File: src/kcsr_pkg.sv
// Package for the keyed cache slot replacement block.
// Holds default sizes, payload structs, controller states and the control/status bundles.
// No dependencies.
package kcsr_pkg;

	// Default sizes for the top-level parameters
	localparam int unsigned SLOTS_DEF    = 16;
	localparam int unsigned KEY_BITS_DEF = 32;
	localparam int unsigned AGE_BITS_DEF = 8;

	// Fixed payload widths
	localparam int unsigned IN_KEY_W = 32;
	localparam int unsigned SLOT_W   = 4;

	typedef enum logic {
		KIND_LOOKUP = 1'b0,
		KIND_INSERT = 1'b1
	} kind_t;

	// Request transfer
	typedef struct packed {
		kind_t               kind;
		logic [IN_KEY_W-1:0] key;
	} req_t;

	// Response transfer
	typedef struct packed {
		logic              hit;
		logic [SLOT_W-1:0] slot;
		logic              replaced;
	} rsp_t;

	// Controller states
	typedef enum logic [1:0] {
		ST_IDLE,
		ST_EVAL,
		ST_SCAN,
		ST_COMMIT
	} state_t;

	// Controller to datapath commands
	typedef struct packed {
		logic load;
		logic scan_start;
		logic scan_step;
		logic fin_lookup;
		logic fin_ins_empty;
		logic fin_ins_evict;
	} dp_cmd_t;

	// Datapath to controller status
	typedef struct packed {
		kind_t kind;
		logic  any_empty;
		logic  scan_last;
		logic  out_free;
	} dp_stat_t;

endpackage

File: src/kcsr_ctrl.sv
// Controller state machine for the keyed cache slot replacement block.
// Sequences accept, evaluate, age scan and commit. Depends on kcsr_pkg.
module kcsr_ctrl (
	input  logic               clk,
	input  logic               arst_n,
	input  logic               req_valid,
	output logic               req_stall,
	input  kcsr_pkg::dp_stat_t stat,
	output kcsr_pkg::dp_cmd_t  cmd
);
	import kcsr_pkg::*;

	state_t state_q;
	state_t state_d;

	// State register
	always_ff @(posedge clk or negedge arst_n) begin
		if (!arst_n) begin
			state_q <= ST_IDLE;
		end else begin
			state_q <= state_d;
		end
	end

	// Next state
	always_comb begin
		state_d = state_q;
		unique case (state_q)
			ST_IDLE: begin
				if (req_valid) state_d = ST_EVAL;
			end
			ST_EVAL: begin
				if (stat.kind == KIND_LOOKUP || stat.any_empty) begin
					if (stat.out_free) state_d = ST_IDLE;
				end else begin
					state_d = ST_SCAN;
				end
			end
			ST_SCAN: begin
				if (stat.scan_last) state_d = ST_COMMIT;
			end
			ST_COMMIT: begin
				if (stat.out_free) state_d = ST_IDLE;
			end
			default: state_d = ST_IDLE;
		endcase
	end

	// Outputs
	always_comb begin
		cmd       = '0;
		req_stall = 1'b1;
		unique case (state_q)
			ST_IDLE: begin
				req_stall = 1'b0;
				cmd.load  = req_valid;
			end
			ST_EVAL: begin
				if (stat.kind == KIND_LOOKUP) begin
					cmd.fin_lookup = stat.out_free;
				end else if (stat.any_empty) begin
					cmd.fin_ins_empty = stat.out_free;
				end else begin
					cmd.scan_start = 1'b1;
				end
			end
			ST_SCAN: begin
				cmd.scan_step = 1'b1;
			end
			ST_COMMIT: begin
				cmd.fin_ins_evict = stat.out_free;
			end
			default: begin
				req_stall = 1'b1;
			end
		endcase
	end

endmodule

File: src/kcsr_dp.sv
// Datapath for the keyed cache slot replacement block: slot registers, key compare,
// empty search, serial age-minimum scan and the response register. Depends on kcsr_pkg.
module kcsr_dp #(
	parameter int unsigned SLOTS    = kcsr_pkg::SLOTS_DEF,
	parameter int unsigned KEY_BITS = kcsr_pkg::KEY_BITS_DEF,
	parameter int unsigned AGE_BITS = kcsr_pkg::AGE_BITS_DEF
) (
	input  logic               clk,
	input  logic               arst_n,
	input  kcsr_pkg::req_t     req,
	input  kcsr_pkg::dp_cmd_t  cmd,
	output kcsr_pkg::dp_stat_t stat,
	output logic               rsp_valid,
	input  logic               rsp_stall,
	output kcsr_pkg::rsp_t     rsp
);
	import kcsr_pkg::*;

	localparam int unsigned SW = (SLOTS > 1) ? $clog2(SLOTS) : 1;

	// Slot store
	logic [SLOTS-1:0]    valid_q;
	logic [KEY_BITS-1:0] key_q [SLOTS];
	logic [AGE_BITS-1:0] age_q [SLOTS];

	// Held request
	req_t                req_q;
	logic [KEY_BITS-1:0] key_w;

	// Age scan: shifted copy of the ages, position counter, running minimum
	logic [AGE_BITS-1:0] scan_age_q [SLOTS];
	logic [SW-1:0]       scan_cnt_q;
	logic [AGE_BITS-1:0] best_age_q;
	logic [SW-1:0]       best_idx_q;

	// Response register
	rsp_t rsp_q;
	logic rsp_valid_q;

	logic [SLOTS-1:0] match;
	logic             match_any;
	logic [SW-1:0]    match_idx;
	logic             empty_any;
	logic [SW-1:0]    empty_idx;
	logic             wr_en;
	logic [SW-1:0]    wr_idx;
	logic             out_free;

	// Request key trimmed or zero-extended to the stored key width
	if (KEY_BITS <= IN_KEY_W) begin : g_key_trim
		assign key_w = req_q.key[KEY_BITS-1:0];
	end else begin : g_key_ext
		assign key_w = {{(KEY_BITS-IN_KEY_W){1'b0}}, req_q.key};
	end

	// Parallel compare and lowest-index encoders
	always_comb begin
		match_idx = '0;
		empty_idx = '0;
		for (int i = 0; i < SLOTS; i++) begin
			match[i] = valid_q[i] && (key_q[i] == key_w);
		end
		for (int i = SLOTS - 1; i >= 0; i--) begin
			if (match[i])    match_idx = SW'(i);
			if (!valid_q[i]) empty_idx = SW'(i);
		end
		match_any = |match;
		empty_any = ~&valid_q;
	end

	assign out_free = !rsp_valid_q || !rsp_stall;
	assign wr_en    = cmd.fin_ins_empty || cmd.fin_ins_evict;
	assign wr_idx   = cmd.fin_ins_evict ? best_idx_q : empty_idx;

	assign stat.kind      = req_q.kind;
	assign stat.any_empty = empty_any;
	assign stat.scan_last = (scan_cnt_q == SW'(SLOTS - 1));
	assign stat.out_free  = out_free;

	// Request capture
	always_ff @(posedge clk) begin
		if (cmd.load) req_q <= req;
	end

	// Valid flags
	always_ff @(posedge clk or negedge arst_n) begin
		if (!arst_n) begin
			valid_q <= '0;
		end else if (wr_en) begin
			valid_q[wr_idx] <= 1'b1;
		end
	end

	// Keys and ages: chosen slot loads, other valid slots age by one
	always_ff @(posedge clk) begin
		if (wr_en) begin
			for (int i = 0; i < SLOTS; i++) begin
				if (SW'(i) == wr_idx) begin
					key_q[i] <= key_w;
					age_q[i] <= '1;
				end else if (valid_q[i] && (age_q[i] != '0)) begin
					age_q[i] <= age_q[i] - 1'b1;
				end
			end
		end
	end

	// Minimum-age scan, one slot per cycle, first slot wins ties
	always_ff @(posedge clk) begin
		if (cmd.scan_start) begin
			for (int i = 0; i < SLOTS; i++) scan_age_q[i] <= age_q[i];
			scan_cnt_q <= '0;
		end else if (cmd.scan_step) begin
			for (int i = 0; i < SLOTS - 1; i++) scan_age_q[i] <= scan_age_q[i+1];
			scan_cnt_q <= scan_cnt_q + 1'b1;
			if ((scan_cnt_q == '0) || (scan_age_q[0] < best_age_q)) begin
				best_age_q <= scan_age_q[0];
				best_idx_q <= scan_cnt_q;
			end
		end
	end

	// Response register
	always_ff @(posedge clk or negedge arst_n) begin
		if (!arst_n) begin
			rsp_valid_q <= 1'b0;
		end else if (cmd.fin_lookup || wr_en) begin
			rsp_valid_q <= 1'b1;
		end else if (!rsp_stall) begin
			rsp_valid_q <= 1'b0;
		end
	end

	always_ff @(posedge clk) begin
		if (cmd.fin_lookup) begin
			rsp_q.hit      <= match_any;
			rsp_q.slot     <= match_any ? SLOT_W'(match_idx) : '0;
			rsp_q.replaced <= 1'b0;
		end else if (wr_en) begin
			rsp_q.hit      <= 1'b0;
			rsp_q.slot     <= SLOT_W'(wr_idx);
			rsp_q.replaced <= cmd.fin_ins_evict;
		end
	end

	assign rsp_valid = rsp_valid_q;
	assign rsp       = rsp_q;

endmodule

File: src/keyed_cache_slot_replacement.sv
// Keyed cache slot replacement: fully associative tag store with age-based eviction.
// Lookup, and insert into an empty slot: the request is held, evaluated in ST_EVAL and its
// response registered once the response register is free. Insert into a full store: ST_EVAL,
// then the serial minimum-age scan in ST_SCAN (one slot per cycle), then the write in ST_COMMIT.
// One item in flight; the response register lets the next request transfer while a response
// is stalled. arst_n empties every slot.
module keyed_cache_slot_replacement #(
	parameter int unsigned SLOTS    = kcsr_pkg::SLOTS_DEF,
	parameter int unsigned KEY_BITS = kcsr_pkg::KEY_BITS_DEF,
	parameter int unsigned AGE_BITS = kcsr_pkg::AGE_BITS_DEF
) (
	input  logic           clk,
	input  logic           arst_n,
	input  logic           req_valid,
	output logic           req_stall,
	input  kcsr_pkg::req_t req,
	output logic           rsp_valid,
	input  logic           rsp_stall,
	output kcsr_pkg::rsp_t rsp
);
	import kcsr_pkg::*;

	dp_cmd_t  cmd;
	dp_stat_t stat;

	// Controller
	kcsr_ctrl u_ctrl (
		.clk       (clk),
		.arst_n    (arst_n),
		.req_valid (req_valid),
		.req_stall (req_stall),
		.stat      (stat),
		.cmd       (cmd)
	);

	// Datapath
	kcsr_dp #(
		.SLOTS    (SLOTS),
		.KEY_BITS (KEY_BITS),
		.AGE_BITS (AGE_BITS)
	) u_dp (
		.clk       (clk),
		.arst_n    (arst_n),
		.req       (req),
		.cmd       (cmd),
		.stat      (stat),
		.rsp_valid (rsp_valid),
		.rsp_stall (rsp_stall),
		.rsp       (rsp)
	);

	// One item in flight: busy right after a request transfer
	a_busy_after_req: assert property (@(posedge clk) disable iff (!arst_n)
		(req_valid && !req_stall) |=> req_stall)
		else $error("request taken while an item is in flight");

	// A new response only follows an accepted item
	a_rsp_from_item: assert property (@(posedge clk) disable iff (!arst_n)
		$rose(rsp_valid) |-> $past(req_stall))
		else $error("response appeared without an item in flight");

	// Hit and eviction never reported together
	a_hit_xor_evict: assert property (@(posedge clk) disable iff (!arst_n)
		rsp_valid |-> !(rsp.hit && rsp.replaced))
		else $error("response reports both hit and eviction");

	// At most one finish or scan start per cycle
	a_single_finish: assert property (@(posedge clk) disable iff (!arst_n)
		$onehot0({cmd.fin_lookup, cmd.fin_ins_empty, cmd.fin_ins_evict, cmd.scan_start}))
		else $error("conflicting datapath commands");

endmodule

File: config.mk
export PLATFORM = sky130hd
export DESIGN_NAME = keyed_cache_slot_replacement
export DESIGN_NICKNAME = d
export VERILOG_FILES = /design/src/kcsr_pkg.sv /design/src/kcsr_ctrl.sv /design/src/kcsr_dp.sv /design/src/keyed_cache_slot_replacement.sv
export SDC_FILE = /design/constraint.sdc
export NUM_CORES = 2
export LEC_CHECK = 0
export BUFFER_PORTS_ARGS = -buffer_cell sky130_fd_sc_hd__clkbuf_2
export CAP_MARGIN = 25
export CELL_PAD_IN_SITES_DETAIL_PLACEMENT = 0
export CELL_PAD_IN_SITES_GLOBAL_PLACEMENT = 2
export CORE_MARGIN = 2
export CORE_UTILIZATION = 47
export CTS_CLUSTER_SIZE = 8
export DETAILED_ROUTE_END_ITERATION = 10
export PLACE_DENSITY = 0.88
export SLEW_MARGIN = 30
export SYNTH_ARGS = -nofsm -noshare
export SYNTH_HDL_FRONTEND = slang
export SYNTH_HIERARCHICAL = 1
export SYNTH_SLANG_ARGS = --single-unit
File: constraint.sdc
create_clock -name clk -period 5.8 [get_ports clk]
set_clock_uncertainty 0.2 [all_clocks]
set_input_delay 1.16 -clock clk [delete_from_list [all_inputs] [get_ports clk]]
set_output_delay 1.16 -clock clk [all_outputs]
set_load 0.01 [all_outputs]
# --- Word level (Yosys, flattened, before mapping) ---
# Memory sizes are Yosys's and may differ from the RTL's.
# Index checks and enable logic that the tools add are counted.
word_totals:
  rom_bits: 0
  word_cells: 435
  mem_bits_rw: 768
  ff_bits: 74
  latchBits: 0
  inputBits: 37
  memories: 3
classes:
  n_eq_ne: 38
  n_lt_le_gt_ge: 3
  div_mod_pow: 0
  shifts: 0
  reduce_logical: 80
  mux: 249
  n_mul: 0
  add_sub_neg: 17
  n_bitwise: 34
mem_list:
  columns: ["name", "words", "word_bits", "rd", "rd_ports_with_merged_regs", "write_ports", "line_no", "source"]
  rows:
  - ["u_dp.key_q", 16, 32, 16, 0, 1, "kcsr_dp.sv:23", "logic [KEY_BITS-1:0] key_q [SLOTS];"]
  - ["u_dp.age_q", 16, 8, 16, 0, 16, "kcsr_dp.sv:24", "logic [AGE_BITS-1:0] age_q [SLOTS];"]
  - ["u_dp.scan_age_q", 16, 8, 16, 0, 16, "kcsr_dp.sv:31", "logic [AGE_BITS-1:0] scan_age_q [SLOTS];"]
ops:
  columns: ["cell", "n"]
  rows:
  - ["$eq A32 B32 Y1", 16]
  - ["$mux W32", 15]
  - ["$reduce_or A32 Y1", 15]
  - ["$mux W8", 31]
  - ["$mux W4", 49]
  - ["$mux W1", 145]
  - ["$reduce_bool A8 Y1", 16]
  - ["$sub A8 B1 Y8 const B", 16]
  - ["$logic_and A1 B1 Y1", 33]
  - ["$eq A4 B4 Y1 const A", 8]
  - ["$or A1 B1 Y1", 31]
  - ["$eq A3 B4 Y1 const A", 4]
  - ["$or A16 B16 Y16", 1]
  - ["$reduce_and A16 Y1", 1]
  - ["$reduce_or A16 Y1", 1]
  - ["$mux W6", 2]
  - ["$mux W2", 5]
  - ["$eq A2 B4 Y1 const A", 2]
  - ["$logic_not A4 Y1", 2]
  - ["$lt A8 B8 Y1", 1]
  - ["$pmux W2 S4", 1]
  - ["$logic_or A1 B1 Y1", 5]
  - ["$lt A4 B5 Y1 const B", 1]
  - ["$add A4 B1 Y4 const B", 1]
  - ["other kinds (14)", 19]

# --- Longest topological paths before layout ---
depth:
  word_depth: 37
  mapped_depth: 11
  mapped_depth_nobuf: 9

# --- Hierarchy ---
# The synthesis kept the hierarchy.
by_module_without_submodules:
  columns: ["module", "area_per_inst_um2", "seq_area_each_um2", "cells_per_inst", "n_inst"]
  rows:
  - ["kcsr_dp", 38049.0, 25089.1, 2654, 1]
  - ["kcsr_ctrl", 152.6, 50.0, 16, 1]

# --- Worst setup path after synthesis ---
# OpenSTA, ideal clock, no wires.
synth_path:
  path_type: "input port to flip-flop"
  start: "input rsp_stall"
  end: "memory u_dp/age_q[0][16] (netlist name) (enable)"
  n_path_buf: 3
  path_slack_ns: 0.113
  t_arrival_ns: 5.172
  cell_stages: 9
  setup_ns: 0.315
  path_cell_list: "nand2_1 buf_4 and3_2 clkbuf_1 o31ai_1 clkbuf_1 nand2_1 nor3_1 or2_2"
synth_rtl:
  columns: ["item", "line_no", "source"]
  rows:
  - ["start: declaration", "keyed_cache_slot_replacement.sv:18", "input logic rsp_stall,"]
  - ["end: declaration", "kcsr_dp.sv:24", null]

# --- Final worst setup path ---
layout_path:
  start: "register u_dp.req_q (netlist bit u_dp/key_w[17])"
  end: "register u_dp.rsp_q (netlist bit u_dp/rsp[2]) (data pin)"
layout_via:
  elab_chain_len: 20
  elab_cells_between_ends: 51
  cone_classes: "16 x eq/ne; 18 x mux; 17 x reduce/logical"
layout_lines:
  columns: ["item", "line_no", "source"]
  rows:
  - ["start: declaration", "kcsr_dp.sv:27", "req_t req_q;"]
  - ["start signal: assignment", "kcsr_dp.sv:82", "if (cmd.load) req_q <= req;"]
  - ["$eq A32 B32 Y1", "kcsr_dp.sv:61", "match[i] = valid_q[i] && (key_q[i] == key_w);"]
  - ["$logic_and A1 B1 Y1", "kcsr_dp.sv:61", null]
  - ["$mux W4 (16 in a row)", "kcsr_dp.sv:64", "if (match[i]) match_idx = SW'(i);"]
  - ["$mux W4 *", "kcsr_dp.sv:137", "rsp_q.slot <= match_any ? SLOT_W'(match_idx) : '0;"]
  - ["$mux W6 *", "kcsr_dp.sv:135", "if (cmd.fin_lookup) begin"]
  - ["end: declaration", "kcsr_dp.sv:37", "rsp_t rsp_q;"]
# Mark *: on every way between the ends. The rest lies on a longest branch, timed or not.
# A chain may end at the register's enable or synchronous reset.

==> metrics.md <==
| Metric | Value |
|---|---|
| Layout area overhead | 13.3% |
| DP Worst Slack | 1.49 ns |
| Initial antenna violation count | 1 |
| Status | finished clean |
| Lkg Pwr | 14.6 nW |
| Share of cells above drive strength 1 | 13.8% |
| Pin count of the biggest net entering global routing | 72 |
| Final setup TNS | 0 ns |
| Cell with the most instances after synthesis | edfxtp_1 |
| RSZ-0062 raised after global routing | false |
| Period utilisation layout | 69.4% |
| H-tree Lvls | 3 |
| Resize count post-CTS | 0 |
| Drt total wl | 92400 µm |
| Clock root cell | clkbuf_16 |
| Seq/Total Area, Yosys | 65.8% |
| GR Util All Layers | 22.4% |
| Max clock buf depth | 3 |
| Final GP Congestion | 0.873 |
| CP endpoint kind | flop |
| Worst Path Required | 6.11 ns |
| Critical Path AT | 4.34 ns |
| Port Buffers | 44 |
| Cts bufs inserted | 115 |
| Post-synth EDFFs | 818 |
| Syn Std Cell Area | 0.0382 mm² |
| Final HPWL DP | 62400 µm |
| Cell taking the most area after synthesis | edfxtp_1 |
| Pins over their slew limit | 0 |
| Drc violations | 0 |
| Max-cap violations | 0 |
| Rel. slew slack | 32.7% |
| Routed Antenna Nets | 0 |
| YS warnings | 6 |
| Cells after Synth | 2670 |
| Power Dens Cells | 373 mW/mm² |
| Peak Freq | 248 MHz |
| DR pass1 iterations | 5 |
| Mean Syn Cell Area | 14.3 µm² |
| Crit path from | u_dp/key_w[17]$_DFFE_PP_ |
| Fin nets | 2927 |
| Post-synth top cells | 818 x edfxtp_1, 375 x xor2_1, 242 x nand2_1, 223 x xnor2_1, 164 x nor4_1 |
| Final setup viols | 0 |
| Die H | 289 µm |
| Gr ovfl total | 0 |
| Startpoint types | flop |
| Fillers | 6456 |
| Routed wire per std cell | 23.3 µm |
| Initial core utilization | 47.4% |
| Area fraction of the dominant cell type after synthesis | 64.3% |
| Tot Pwr | 16.2 mW |
| Ranking of synthesized cells by area | edfxtp_1 64%, xor2_1 8.6%, xnor2_1 5.1% |
| Final worst setup slack | 1.77 ns |
| Number of global-route vias before repair | 23.2k |
| Vias | 22.6k |
| Iter 0 DRT Violations | 2095 |
| Critical path class | reg2reg |
| Worst-skew pair later-pin latency | 0.68 ns |
| Clock-pin slew on the worst setup and hold paths | 0.05 ns |
| Worst vdd ir | 0.246 mV |
| Die X | 289 µm |
| Post-CTS setup buffers | 0 |
| Worst slew pin tran | 1.01 ns |
| Tmin final | 4.03 ns |
| #FFs+latches synth | 842 |
| Core area | 0.0805 mm² |
| Async S/R FF share, synth | 2.26% |
| Crit-path max FO | 13 |
| Prevailing post-synth register cell | edfxtp_1 |
| Post-synth net total | 2746 |
| CTS tree | done |
| Hold crit path type | reg2reg |
| Reg2reg start | u_dp/key_w[17]$_DFFE_PP_ |
| Die area | 0.0836 mm² |
| # hold bufs at CTS | 0 |
| Clock sink count | 842 |
| DR vias/cell | 5.70 |
| Final hold violation count | 0 |
| Row count | 104 |
| Synth unique cells | 68 |
| First-pass GRT wire length | 140000 µm |
| Hold_sp | u_dp/scan_age_q[0][0]$_DFFE_PP_ |
| Ports | 45 |
==> path summary, 6_finish.rpt <==
path                            depth (start not counted)                            end  slack, ns
worst min-delay path                                    0   u_dp/best_age_q[0]$_DFFE_PP_       0.25
min in group asynchronous                               1    u_dp/valid_q[3]$_DFFE_PN0P_       0.29
worst min register to register                          0   u_dp/best_age_q[0]$_DFFE_PP_       0.25
worst max-delay path                                    9          u_dp/rsp[2]$_DFFE_PP_       1.77
worst max register to register                          9          u_dp/rsp[2]$_DFFE_PP_       1.77
max in group asynchronous                               1  u_ctrl/state_q[1]$_DFFE_PN0P_       4.68
==> sequential cells by signal (all words and copies together) (netlist names) <==
name             cells
u_dp/stat            1
u_dp/age_q         128
u_dp/key_q         512
u_dp/rsp             6
u_dp/best_age_q      8
u_dp/best_idx_q      4
u_dp/key_w          32
u_dp/valid_q        16
u_dp/scan_cnt_q      4
u_dp/rsp_valid       1
u_ctrl/state_q       2
u_dp/scan_age_q    128
==> where the power goes <==
group | internal, mW | switching (mW) | leakage [nW]
registers | 7.24 | 0.398 | 7.76
clock network | 3.60 | 2.41 | 1.53
logic | 0.803 | 1.71 | 5.28
==> cells by family (layout without fill, tap and decap cells) <==
| logic type | after synthesis | count (layout) | synth area share (%) |
|---|---|---|---|
| xor+xnor | 598 | 598 | 13.7 |
| mux | 102 | 102 | 3.00 |
| buf+inv | 153 | 381 | 2.35 |
| other cells | 0 | 1 | 0 |
| flops | 842 | 842 | 65.8 |
| simple gates | 843 | 843 | 12.2 |
| compound gates | 93 | 93 | 1.66 |
| fa+ha+maj | 39 | 39 | 1.28 |
==> critical path, stage by stage, from the launching register on <==
cell and delay, ns:
edfxtp_1 0.94, buf_4 0.26, xnor2_1 0.14, nand4b_1 0.12, nor4_1 0.69, or3b_2 0.56
a211oi_1 0.42, or4_1 0.18, a41oi_1 0.14, o21ai_1 0.18
==> layout make-up <==
type                    instances  area (µm²)  share of cell area, %
diodes                          1        2.50                0.00578
well taps                    1060        1330                   3.06
clock inverters                 7         114                  0.263
repair buffers                153        1200                   2.77
flip-flops and latches        842       25100                   58.1
multi-input cells            1675       12200                   28.2
clock buffers                 157        3060                   7.06
inverters                      64         240                  0.555
==> placed cells by master, fill, tap and decap left out, types with 19 or more instances in the layout <==
cell type,n
xnor2_1,223
nor2_1,69
or4_1,20
nand2b_1,39
buf_4,94
inv_1,64
nand4b_1,19
nand3_1,62
ha_1,39
nor3_1,48
xor2_1,375
clkbuf_1,41
clkbuf_2,44
edfxtp_1,818
nand4_1,83
dfrtp_1,19
nor4_1,163
nor4b_1,31
mux2_2,100
clkbuf_16,116
nand2_1,242
o21ai_0,29
==> metrics by stage <==
| stage | util [%] | cell area, µm² | instances | hold slack [ns] |
|---|---|---|---|---|
| floorplan | - | 38200 | 2670 | 0.217 |
| global placement | 49.6 | 39900 | 3785 | 0.230 |
| detailed placement | 49.7 | 40100 | 3792 | 0.239 |
| CTS | 53.7 | 43200 | 3956 | 0.250 |
| global route | 53.7 | 43300 | 3959 | 0.268 |
| finish | 53.7 | 43300 | 3959 | 0.247 |
==> layer usage <==
layer / share of wire [%] / up-vias / global-route usage, %
met3: 7.6 / 154 / 4.39
met5: 0 / - / 0
met1: 42 / 11300 / 30.3
li1: - / 10300 / -
met2: 47 / 826 / 36.1
met4: 3.0 / 0 / 8.53
No activity file was read; power rests on OpenSTA's default activity.
